## config.mk

```make
export PLATFORM = sky130hd
export DESIGN_NAME = pixel_stream_convert_rotate
export DESIGN_NICKNAME = d
export VERILOG_FILES = /design/src/rtl/psc_pkg.sv /design/src/rtl/pixel_stream_convert_rotate.sv
export SDC_FILE = /design/constraint.sdc
export NUM_CORES = 1
export LEC_CHECK = 0
export BUFFER_PORTS_ARGS = -buffer_cell sky130_fd_sc_hd__buf_2
export CORE_AREA = 10 10 130 132
export CTS_CLUSTER_DIAMETER = 50
export DETAILED_ROUTE_END_ITERATION = 8
export DIE_AREA = 0 0 140 142
export PLACE_DENSITY = 0.83
export RECOVER_POWER = 50
export SKIP_CTS_REPAIR_TIMING = 1
export SLEW_MARGIN = 40
export SYNTH_ARGS = -nofsm -noshare
export SYNTH_HDL_FRONTEND = slang
export SYNTH_SLANG_ARGS = --single-unit
```

## constraint.sdc

```tcl
create_clock -name i_clk -period 10.4 [get_ports i_clk]
set_input_delay 0.52 -clock i_clk [delete_from_list [all_inputs] [get_ports i_clk]]
set_output_delay 0.52 -clock i_clk [all_outputs]
set_load 0.05 [all_outputs]
```

## src/rtl/psc_pkg.sv

```systemverilog
// Shared constants and types for the pixel stream converter.
`timescale 1ns / 1ps

package psc_pkg;

    // Framebuffer geometry in pixels, portrait orientation.
    localparam int FB_WIDTH  = 172;
    localparam int FB_HEIGHT = 320;

    // Counters must hold any column or row index of either orientation.
    localparam int SCREEN_MAX = (FB_WIDTH > FB_HEIGHT) ? FB_WIDTH : FB_HEIGHT;
    localparam int CNT_W      = $clog2(SCREEN_MAX);

    localparam int ADDR_W   = 16;
    localparam int COLOUR_W = 16;

    // Configuration register indexes.
    localparam logic CFG_PIXEL_FORMAT = 1'b0;
    localparam logic CFG_LANDSCAPE    = 1'b1;

    // Pixel format codes.
    localparam logic FMT_RGB332    = 1'b0;
    localparam logic FMT_RGB565_LE = 1'b1;

    // Byte phase codes for the two byte format.
    localparam logic PHASE_LOW  = 1'b0;
    localparam logic PHASE_HIGH = 1'b1;

    typedef logic [CNT_W-1:0] t_count;

    typedef struct packed {
        logic [ADDR_W-1:0]   write_address;
        logic [COLOUR_W-1:0] colour;
        logic                frame_end;
    } t_result;

endpackage

```

## src/rtl/pixel_stream_convert_rotate.sv

```systemverilog
// Top level of the pixel stream converter with quarter turn rotation.
`timescale 1ns / 1ps

// This block turns a stream of video frame bytes into framebuffer writes. Each
// transfer on the input channel carries one byte; each transfer on the output
// channel carries one write (pixel address, RGB565 colour and an end of frame
// flag). In RGB332 mode every byte yields one write, with the color fields
// widened by bit replication. In RGB565 mode bytes pair up low byte first and
// only the high byte yields a write. In landscape mode the source frame is as
// wide as the framebuffer is tall and as tall as the framebuffer is wide, and
// is rotated a quarter turn into the portrait framebuffer. The block takes one
// byte per clock cycle unless two writes wait: the address product and the
// counter update for a byte are combinational between input acceptance and
// the result register, and a skid register behind the result register lets a
// new byte be accepted while a finished write still waits to be taken. A
// result is registered in the output register, or in the skid register while
// that one is full and not taken. Configuration writes through the register
// port take effect in the next cycle and should only be made while no write is
// pending; they never touch the pixel counters or the byte pairing.

module pixel_stream_convert_rotate (
    input  logic                          i_clk,
    input  logic                          i_rst_n,

    input  logic                          i_cfg_we,
    input  logic                          i_cfg_index,
    input  logic                          i_cfg_data,

    input  logic                          i_in_valid,
    output logic                          o_in_ready,
    input  logic [7:0]                    i_data_byte,

    output logic                          o_out_valid,
    input  logic                          i_out_ready,
    output logic [psc_pkg::ADDR_W-1:0]    o_write_address,
    output logic [psc_pkg::COLOUR_W-1:0]  o_colour,
    output logic                          o_frame_end
);

    localparam int CNT_W  = psc_pkg::CNT_W;
    localparam int ADDR_W = psc_pkg::ADDR_W;

    // Source frame geometry for each orientation, one bit wider than the
    // counters so that the sizes themselves fit.
    localparam logic [CNT_W:0] PORT_COLS = (CNT_W+1)'(psc_pkg::FB_WIDTH);
    localparam logic [CNT_W:0] PORT_ROWS = (CNT_W+1)'(psc_pkg::FB_HEIGHT);
    localparam logic [CNT_W:0] LAND_COLS = (CNT_W+1)'(psc_pkg::FB_HEIGHT);
    localparam logic [CNT_W:0] LAND_ROWS = (CNT_W+1)'(psc_pkg::FB_WIDTH);

    localparam logic [ADDR_W-1:0] WIDTH_A     = ADDR_W'(psc_pkg::FB_WIDTH);
    localparam logic [ADDR_W-1:0] LAST_X_A    = ADDR_W'(psc_pkg::FB_WIDTH - 1);

    // Configuration registers.
    logic r_pixel_format;
    logic r_landscape;

    // Stream state.
    psc_pkg::t_count r_column, n_column;
    psc_pkg::t_count r_row,    n_row;
    logic            r_phase,  n_phase;
    logic [7:0]      r_low_byte;

    // Output register and skid register.
    psc_pkg::t_result r_out, r_skid;
    logic             r_out_valid, r_skid_valid;

    logic             in_xfer;
    logic             out_xfer;
    logic             produce;
    psc_pkg::t_result result;
    logic [15:0]      widened;
    logic [CNT_W:0]   cols, rows;
    logic [ADDR_W-1:0] column_a, row_a;

    // The skid register is free whenever it is empty, so the input side only
    // stalls once two writes are waiting.
    assign o_in_ready = !r_skid_valid;
    assign in_xfer    = i_in_valid && o_in_ready;
    assign out_xfer   = r_out_valid && i_out_ready;

    // RGB332 to RGB565 by bit replication of each color field.
    assign widened = {i_data_byte[7:5], i_data_byte[7:6],
                      i_data_byte[4:2], i_data_byte[4:2],
                      i_data_byte[1:0], i_data_byte[1:0], i_data_byte[1]};

    assign cols = r_landscape ? LAND_COLS : PORT_COLS;
    assign rows = r_landscape ? LAND_ROWS : PORT_ROWS;

    assign column_a = ADDR_W'(r_column);
    assign row_a    = ADDR_W'(r_row);

    // Per-byte conversion, address generation and counter stepping. Addresses
    // wrap modulo 2^16, which also covers rows beyond the rotated width.
    always_comb begin
        produce              = 1'b1;
        n_phase              = psc_pkg::PHASE_LOW;
        n_column             = r_column;
        n_row                = r_row;
        result.colour        = widened;
        result.frame_end     = 1'b0;

        if (r_pixel_format == psc_pkg::FMT_RGB565_LE) begin
            if (r_phase == psc_pkg::PHASE_LOW) begin
                produce = 1'b0;
                n_phase = psc_pkg::PHASE_HIGH;
            end else begin
                result.colour = {i_data_byte, r_low_byte};
            end
        end

        if (r_landscape) begin
            result.write_address = column_a * WIDTH_A + (LAST_X_A - row_a);
        end else begin
            result.write_address = row_a * WIDTH_A + column_a;
        end

        if (produce) begin
            if ({1'b0, r_column} + 1'b1 >= cols) begin
                n_column = '0;
                if ({1'b0, r_row} + 1'b1 >= rows) begin
                    n_row            = '0;
                    result.frame_end = 1'b1;
                end else begin
                    n_row = r_row + 1'b1;
                end
            end else begin
                n_column = r_column + 1'b1;
            end
        end
    end

    always_ff @(posedge i_clk) begin
        if (!i_rst_n) begin
            r_pixel_format <= psc_pkg::FMT_RGB332;
            r_landscape    <= 1'b0;
        end else if (i_cfg_we) begin
            unique case (i_cfg_index)
                psc_pkg::CFG_PIXEL_FORMAT: r_pixel_format <= i_cfg_data;
                psc_pkg::CFG_LANDSCAPE:    r_landscape    <= i_cfg_data;
                default:                   r_landscape    <= r_landscape;
            endcase
        end
    end

    always_ff @(posedge i_clk) begin
        if (!i_rst_n) begin
            r_column <= '0;
            r_row    <= '0;
            r_phase  <= psc_pkg::PHASE_LOW;
        end else if (in_xfer) begin
            r_column <= n_column;
            r_row    <= n_row;
            r_phase  <= n_phase;
        end
    end

    // The held low byte is payload only; the phase says whether it is live.
    always_ff @(posedge i_clk) begin
        if (in_xfer && !produce) begin
            r_low_byte <= i_data_byte;
        end
    end

    // Output register with a skid register behind it. A write lands in the
    // skid register only when the output register is full and not being taken.
    always_ff @(posedge i_clk) begin
        if (!i_rst_n) begin
            r_out_valid  <= 1'b0;
            r_skid_valid <= 1'b0;
        end else if (r_skid_valid) begin
            if (out_xfer) begin
                r_out_valid  <= 1'b1;
                r_skid_valid <= 1'b0;
            end
        end else if (!r_out_valid || out_xfer) begin
            r_out_valid <= in_xfer && produce;
        end else if (in_xfer && produce) begin
            r_skid_valid <= 1'b1;
        end
    end

    always_ff @(posedge i_clk) begin
        if (r_skid_valid) begin
            if (out_xfer) begin
                r_out <= r_skid;
            end
        end else if (!r_out_valid || out_xfer) begin
            r_out <= result;
        end else begin
            r_skid <= result;
        end
    end

    assign o_out_valid     = r_out_valid;
    assign o_write_address = r_out.write_address;
    assign o_colour        = r_out.colour;
    assign o_frame_end     = r_out.frame_end;

endmodule

```

==> results of run 1 <==
## metrics by stage
step / power (mW) / hold WS, ns / instances
global route: 0.971 / 0.427 / 981
finish: 0.940 / 0.412 / 981
detailed placement: 0.621 / 0.511 / 965
floorplan: 0.580 / 0.489 / 747
CTS: 0.947 / 0.371 / 981
global placement: 0.616 / 0.506 / 965
## cells by family after synthesis
kind of cell | synth area share (%)
xor gates and xnor gates | 6.69
buffers and inverters | 5.20
AOI/OAI and AO/OA | 12.7
and+or+nand+nor | 10.6
muxes | 5.09
adders and majority gates | 24.8
DFF | 35.0
## layer usage
layer / part of all wire, % / routed length [µm]
met5: 0 / 0
met4: 2.6 / 450
met3: 5.8 / 989
met2: 47 / 8010
met1: 45 / 7590
## critical path, stage by stage, from the launching register on
cell and delay [ns]:
dfxtp_1 0.54, ha_1 0.30, inv_1 0.08, fa_1 0.41, fa_1 0.55, inv_1 0.04
ha_1 0.33, o21a_1 0.13, o31ai_1 0.27, nand2b_1 0.11, xor2_1 0.15, ha_1 0.42
a21oi_1 0.12, o21ai_0 0.27, o22ai_1 0.13, a21oi_1 0.18, xnor3_1 0.34, xor2_1 0.19
a31oi_1 0.10, a21boi_1 0.20
## cells in the final DEF (no fill, tap or decap), types with 7 or more instances in the layout
cell type	Yosys	final
inv_1	84	85
buf_2	4	7
nand2_1	67	67
xnor2_1	39	39
clkbuf_16	0	9
a21oi_1	39	39
a211oi_1	8	8
nand4_1	11	11
nor2_1	27	27
xor2_1	17	17
dfxtp_1	23	23
nand3_1	20	20
clkbuf_1	10	44
ha_1	114	114
nor3_1	11	11
edfxtp_1	74	74
a21o_1	14	14
fa_1	24	24
o21ai_0	35	35
nor2b_1	8	8
mux2_2	32	31
## power breakdown
group | leakage (nW) | internal (mW) | switching, mW | total, mW
Combinational | 2.75 | 0.0358 | 0.117 | 0.153
Sequential | 0.912 | 0.446 | 0.00925 | 0.455
Clock | 0.143 | 0.170 | 0.162 | 0.331
Total | 3.81 | 0.652 | 0.288 | 0.940
## path summary, 6_finish.rpt
kind                            slack [ns]                   to           start
worst max-delay path                  5.27  o_write_address[15]     r_column[3]
worst min-delay path                  0.41        r_low_byte[4]  i_data_byte[4]
worst max register to register        5.27  o_write_address[15]     r_column[3]
worst min register to register        0.53              r_phase         r_phase
## cell type report
class                   instances  area share, %
clock buffers                   9           2.70
inverters                      86           3.87
multi-input cells             545           55.1
well taps                     184           2.76
repair buffers                 53           2.58
flip-flops and latches         97           32.2
clock inverters                 7          0.870
## sequential cells by signal, indices dropped and copies added (netlist names)
| signal | count |
|---|---|
| r_skid | 33 |
| r_skid_valid | 1 |
| r_row | 9 |
| o_colour | 16 |
| r_pixel_format | 1 |
| r_landscape | 1 |
| o_write_address | 16 |
| o_frame_end | 1 |
| r_phase | 1 |
| o_out_valid | 1 |
| r_low_byte | 8 |
| r_column | 9 |
## synthesized netlist by cell type, drive strengths merged (2+ instances only)
cell,number
a211oi,9
a21oi,39
nand4,11
inv,85
edfxtp,74
o41ai,2
a21boi,6
o22ai,2
o32ai,2
or4,2
o21ai,36
ha,114
buf,9
o31a,2
nand2,67
o21bai,4
a31oi,5
nand2b,5
nand3,20
fa,24
nor4,2
and2,3
mux2i,3
nor3,11
xnor2,39
and3,3
clkbuf,10
o31ai,4
or2,3
a221oi,2
a21o,14
nand3b,4
nor2,28
dfxtp,23
o21a,7
mux2,32
xor2,17
a31o,2
nor2b,8
==> results.ini, run 1 <==
[timing]
fin_skew_ns = 0.0116
period_share_pct = 49.3
rsz0062_at_grt = no
fmax_mhz = 195
worst_slack_ns = 5.27
setup_viol = 0
tightest_slew_ns = 1.94
max_slew_margin_pct = -29.3
drv_slew = 74
setup_tns_ns = 0
finalCriticalPeriod_ns = 5.13
final_hold_viol_count = 0

[route]
drt_iter0_markers = 440
drtAntennaViolNets = 0
via_per_inst = 5.81
vias = 5696
drc = 0
routed_wl_um = 17000
wl_per_cell_um = 17.4
firstDrtPassIters = 5

[clock_network]
cts_made_buffers = 9
tritoncts = built
cts.sinks = 97
clk_pin_slew_worst_paths_ns = 0.08
cts-root-buf = clkbuf_16
clkLatencyLatePin_ns = 0.35
cts_htree_levels = 3
clk_path_buf_depth = 2

[floorplanning]
initial_utilization_pct = 53.6
boundaryPins = 50
rows = 44
core_um2 = 14300
dieArea_um2 = 19900
die_h_um = 142
dieWidth_um = 140

[critical_path]
startpoint_type = register
worstPathRequired_ns = 10.49
crit_type = reg2reg
path_max_fanout = 8
reg2reg_depth = 19
worst_ep_arrival_time_ns = 5.22
worst_setup_path_end_kind = register

[final_layout]
fin_area_um2 = 8340
nFillCells = 1187
nets = 945
syn_to_final_growth_pct = 8.69
multiInputGateArea_um2 = 4590
register_area_um2 = 2680
drive_gt1_share_pct = 8.91
diodes = 0
fin_util_pct = 58.3

[logic_synthesis]
ys_ff_latch = 97
synth_cell_types = 63
synth-edff-count = 74
synth_area_leader_cell = edfxtp_1
syn_inst = 747
ys_seq_area_share_pct = 35.0
avgSynthCellArea_um2 = 10.3
synth_top_area_share_pct = 29.0
yosys_most_used_dff = edfxtp_1
syn_nets = 900
synth_area_um2 = 7670
synthTopCellsByArea = edfxtp_1, ha_1, fa_1
synth_warnings = 0
async_reset_ff_share_pct = 0

[worst_hold_path]
hold_path_depth = 1
hp-class = in2reg

[grt]
grtUsageMet3_pct = 3.30
busiest_layer = met2
grt_usage_pct = 16.9
met1_usage_pct = 21.4
grt_use_met2_pct = 27.9
grt_overflow = 0
grt_pass1_vias = 5701
antenna_found_initial = 0
grt_pass1_wl_um = 28000
grt_max_degree = 39

[run]
cap_violations = 2

[placement]
port-buffer-count = 49
placed_area_um2 = 8110
gp_congestion = 0.944
place_ws_ns = 5.38
dp_hpwl_um = 13100

[outcome]
failed_checks = capacitance limit, slew limit
outcome = finished, violations left

[power]
peakVddDrop_mv = 0.115
p_per_area_nw_per_um2 = 113
leakagePower_nw = 3.81

Note: power is estimated with default switching activity, not from simulation.
==> inputs of run 2 (changes only) <==
==> constraint.sdc (replaced) <==
create_clock -name i_clk -period 5.4 [get_ports i_clk]
set_input_delay 0.27 -clock i_clk [delete_from_list [all_inputs] [get_ports i_clk]]
set_output_delay 0.27 -clock i_clk [all_outputs]
set_load 0.05 [all_outputs]
==> run 2 against run 1 <==
The run still ends with capacitance limit, slew limit left. Count of clock-buffer cells in the layout is the same. First-iteration DRC count shrank 2.5%. Cell count grew 0.41%. Maximum frequency grew 3.1%. Die area is the same. Clock skew is essentially flat. Sequential share of layout area shrank 0.079 points. Clock power grew 90%. Non-clock buffer count grew 4. Sequential cell count is the same.
==> results.ini, run 2 (same netlist as run 1, synthesis figures left out) <==
[route]
drt_iter0_markers = 429
wl_per_cell_um = 17.4
drc = 0
vias = 5677
drtAntennaViolNets = 0
via_per_inst = 5.76
firstDrtPassIters = 5
routed_wl_um = 17100

[critical_path]
reg2reg_depth = 19
worstPathRequired_ns = 5.50
worst_ep_arrival_time_ns = 5.08
crit_type = reg2reg
reg2reg_slack_ns = 0.43
r2r_start = r_column[6]
worst_setup_path_end_kind = register
path_max_fanout = 7
startpoint_type = register
reg2reg_to = o_write_address[15]

[clock_network]
cts_made_buffers = 9
cts.sinks = 97
clk_path_buf_depth = 2
clk_pin_slew_worst_paths_ns = 0.07
tritoncts = built
cts-root-buf = clkbuf_16
clkLatencyLatePin_ns = 0.35
cts_htree_levels = 3

[timing]
drv_slew = 35
tightest_slew_ns = 1.81
final_hold_viol_count = 0
setup_viol = 0
fmax_mhz = 201
fin_skew_ns = 0.0113
period_share_pct = 92.1
setup_tns_ns = 0
rsz0062_at_grt = no
max_slew_margin_pct = -20.4
finalCriticalPeriod_ns = 4.97

[placement]
dp_hpwl_um = 13200
gp_congestion = 0.930
port-buffer-count = 49

[worst_hold_path]
hp-start = i_cfg_data
hp-class = in2reg
hold_path_depth = 3
worstHoldEndpoint = r_pixel_format

[floorplanning]
dieArea_um2 = 19900
dieWidth_um = 140
die_h_um = 142
initial_utilization_pct = 53.6
boundaryPins = 50
rows = 44
core_um2 = 14300

[power]
leakagePower_nw = 3.83
peakVddDrop_mv = 0.148
fin_total_pwr_mw = 1.80
p_per_area_nw_per_um2 = 215

[outcome]
outcome = finished, violations left
failed_checks = capacitance limit, slew limit

[final_layout]
largest_reg_flops = 33
nets = 949
layout_commonest_cell = ha_1
drive_gt1_share_pct = 9.99
syn_to_final_growth_pct = 9.16
regMostFlops = r_skid
diodes = 0
final_cell_mix = ha_1, inv_1, edfxtp_1

[run]
cap_violations = 1

[grt]
grt_overflow = 0
grt_pass1_vias = 5656
grt_usage_pct = 17.0
grt_max_degree = 39
grt_pass1_wl_um = 28200
antenna_found_initial = 0

## run 2: worst max-delay path by stage
| stage | start | endpoint | cells after the start | slack [ns] |
|---|---|---|---|---|
| after detailed placement | r_column[3] | o_write_address[15] | 19 | 0.38 |
| after global placement | r_column[3] | o_write_address[15] | 19 | 0.53 |
| after CTS | r_column[3] | o_write_address[15] | 19 | 0.38 |
| after global routing | r_column[6] | o_write_address[15] | 19 | 0.02 |
| after floorplan | r_column[3] | o_write_address[15] | 20 | 0.77 |
| final | r_column[6] | o_write_address[15] | 19 | 0.43 |
## run 2: layout make-up
class                   count  area, µm²
clock inverters             7       71.3
inverters                  86        323
fillers                  1167       5940
flip-flops and latches     97       2690
repair buffers             57        248
well taps                 184        230
clock buffers               9        225
multi-input cells         545       4590
## run 2: where the power goes
part | internal [mW] | switching, mW
registers | 0.859 | 0.0162
clock network | 0.326 | 0.304
logic | 0.0687 | 0.225
total | 1.25 | 0.546
## run 2: per-stage QoR
step	hold WS (ns)	worst slack [ns]	util [%]	cell area, µm²	cells
after global routing	0.189	0.0229	58.5	8380	985
after CTS	0.134	0.376	58.9	8430	985
after global placement	0.494	0.527	56.8	8140	969
after floorplan	0.369	0.774	-	7670	747
after detailed placement	0.493	0.382	56.8	8140	969
final	0.180	0.426	58.5	8380	985
## run 2: critical path, stage by stage, from the launching register on
cell and delay (ns):
dfxtp_1 0.50, ha_1 0.31, fa_1 0.51, inv_1 0.06
fa_1 0.53, inv_1 0.04, ha_1 0.34, or2_2 0.31
a21oi_1 0.15, a21oi_1 0.08, xor2_1 0.17, ha_1 0.38
nand2_1 0.06, o21ai_0 0.21, o22ai_1 0.12, a21oi_1 0.18
xnor3_1 0.34, xor2_1 0.19, a31oi_1 0.10, a21boi_1 0.14
## run 2: routing by layer
layer / wire length [µm] / track usage [%] / share of wire (%)
met5: 0 / 0 / 0
met3: 1140 / 3.94 / 6.7
met4: 435 / 5.87 / 2.5
met1: 7420 / 21.0 / 43
met2: 8120 / 28.8 / 47
==> inputs of run 3 (changes only) <==
--- a/config.mk
+++ b/config.mk
@@ -6,12 +6,13 @@
 export NUM_CORES = 1
 export LEC_CHECK = 0
 export BUFFER_PORTS_ARGS = -buffer_cell sky130_fd_sc_hd__buf_2
-export CORE_AREA = 10 10 130 132
+export CORE_AREA = 2 2 122 124
 export CTS_CLUSTER_DIAMETER = 50
 export DETAILED_ROUTE_END_ITERATION = 8
-export DIE_AREA = 0 0 140 142
+export DIE_AREA = 0 0 124 126
 export PLACE_DENSITY = 0.83
 export RECOVER_POWER = 50
+export REMOVE_ABC_BUFFERS = 1
 export SKIP_CTS_REPAIR_TIMING = 1
 export SLEW_MARGIN = 40
 export SYNTH_ARGS = -nofsm -noshare
==> constraint.sdc (replaced) <==
create_clock -name i_clk -period 4.7 [get_ports i_clk]
set_input_delay 0.235 -clock i_clk [delete_from_list [all_inputs] [get_ports i_clk]]
set_output_delay 0.235 -clock i_clk [all_outputs]
set_load 0.05 [all_outputs]
==> run 3 against run 2 <==
Via count is 2.1% higher. Count of clock-buffer cells in the layout is the same. Cell count rose by 2.8%. Power grew 19%. The flow still finishes with violations (capacitance limit, slew limit). Maximum frequency is 7.1% higher. Worst hold slack lost 0.047 ns.
==> results.ini, run 3 (same netlist as run 1, synthesis figures left out) <==
[grt]
grt_pass1_wl_um = 27300
grt_overflow = 0
antenna_found_initial = 0
grt_max_degree = 38
grt_usage_pct = 22.1
grt_pass1_vias = 5744

[placement]
port-buffer-count = 49
dp_hpwl_um = 12700
gp_congestion = 0.851
dp_cells = 995

[final_layout]
largest_reg_flops = 33
diodes = 0
register_area_um2 = 2700
multiInputGateArea_um2 = 4750
layout_commonest_cell = ha_1
nFillCells = 1098
fin_cells = 1013
drive_gt1_share_pct = 16.5
regMostFlops = r_skid
final_cell_mix = ha_1, inv_1, edfxtp_1
syn_to_final_growth_pct = 14.5
nets = 977

[timing]
fin_skew_ns = 0.00811
fmax_mhz = 215
period_share_pct = 98.9
finalCriticalPeriod_ns = 4.65
tightest_slew_ns = 2.16
max_slew_margin_pct = -45.5
setup_viol = 0
final_hold_viol_count = 0
drv_slew = 16
rsz0062_at_grt = yes

[critical_path]
worstPathRequired_ns = 4.81
crit_chain = ha_1, fa_1, inv_1, fa_1, inv_1, ha_1, o21a_1, o31ai_4, nand2b_1, xor2_1, ha_1, buf_6, nand3_1, o21ai_0, nor3b_2, o2bb2ai_1, xor2_1, a31oi_1, o21a_1
slowest_delay_ns = 0.54
crit_top_cell = ha_1
path_max_fanout = 6
crit_slowest_cell = fa_1
worst_setup_path_end_kind = register
startpoint_type = register
reg2reg_slack_ns = 0.05
crit_type = reg2reg
worst_ep_arrival_time_ns = 4.76
cp_num_buf_inv = 3
critPathTopFamily = adder cells

[floorplanning]
boundaryPins = 50
rows = 44
dieArea_um2 = 15600
initial_utilization_pct = 53.6
die_h_um = 126
dieWidth_um = 124
core_um2 = 14300

[clock_network]
cts.sinks = 97
clk_pin_slew_worst_paths_ns = 0.08
clkLatencyLatePin_ns = 0.36
cts_htree_levels = 3
tritoncts = built
clk_path_buf_depth = 2
cts_made_buffers = 9
cts-root-buf = clkbuf_16

[worst_hold_path]
hp-class = in2reg

[power]
clkPwrFrac_pct = 37.2
p_per_area_nw_per_um2 = 243
power_frac_comb_pct = 15.8
peakVddDrop_mv = 0.183
leakagePower_nw = 4.01
p_sw_mw = 0.639
seqPwrFrac_pct = 47.0
fin_total_pwr_mw = 2.14
swShare_pct = 29.9
intPower_mw = 1.50

[route]
drc = 0
wl_per_cell_um = 16.9
routed_wl_um = 17200
drt_iter0_markers = 444
drtAntennaViolNets = 0
firstDrtPassIters = 4
vias = 5795
via_per_inst = 5.72

[run]
cap_violations = 1

[outcome]
failed_checks = capacitance limit, slew limit
outcome = finished, violations left

-- run 3: routing by layer --
metal / global-route usage (%) / up-vias / wire, µm / part of all wire [%]
met2: 35.4 / 180 / 8170 / 48
met1: 28.9 / 2751 / 7530 / 44
met4: 11.8 / 0 / 636 / 3.7
met3: 3.13 / 49 / 829 / 4.8
li1: - / 2815 / - / -
met5: 0 / - / 0 / 0
-- run 3: worst register-to-register path, delay by kind of cell, from the launching register on --
kind / cells / cell delay (ns)
buf+inv: 3 / 0.25
compound gates: 6 / 0.84
fa+ha+maj: 5 / 2.03
xor+xnor: 2 / 0.48
flops: 1 / 0.35
simple gates: 3 / 0.43
-- run 3: worst paths after layout --
kind,startpoint,to,cells after the start
hold / removal,i_data_byte[5],r_skid[14],1
setup reg to reg,r_column[3],o_write_address[14],19
hold reg to reg,r_row[4],r_row[4],1
setup / recovery,r_column[3],o_write_address[14],19
-- run 3: final cells by class --
class	instances	share of cell area (%)
Multi-Input combinational cell	545	54.1
Sequential cell	97	30.7
Timing Repair Buffer	85	5.26
Inverter	86	3.68
Tap cell	184	2.62
Clock buffer	9	2.56
Clock inverter	7	1.10
-- run 3: per-stage QoR --
stage | hold WS [ns] | area [µm²] | util [%] | worst slack [ns] | setup TNS (ns)
after CTS | 0.0852 | 8670 | 60.6 | -0.131 | -0.131
after floorplan | 0.334 | 7600 | - | 0.0458 | 0
after global placement | 0.442 | 8330 | 58.2 | 0.0327 | 0
after global routing | 0.144 | 8780 | 61.4 | -0.114 | -0.327
after detailed placement | 0.451 | 8350 | 58.3 | -0.0874 | -0.0874
final | 0.133 | 8780 | 61.4 | 0.0533 | 0
-- run 3: power by group through the flow --
stage	clock network, mW	logic (mW)	registers [mW]
3_5_place_dp	0	0.346	1.03
3_3_place_gp	0	0.337	1.02
6_report	0.794	0.338	1.01
4_1_cts	0.797	0.348	1.01
2_1_floorplan	0	0.120	1.16
5_1_grt	0.835	0.363	1.01
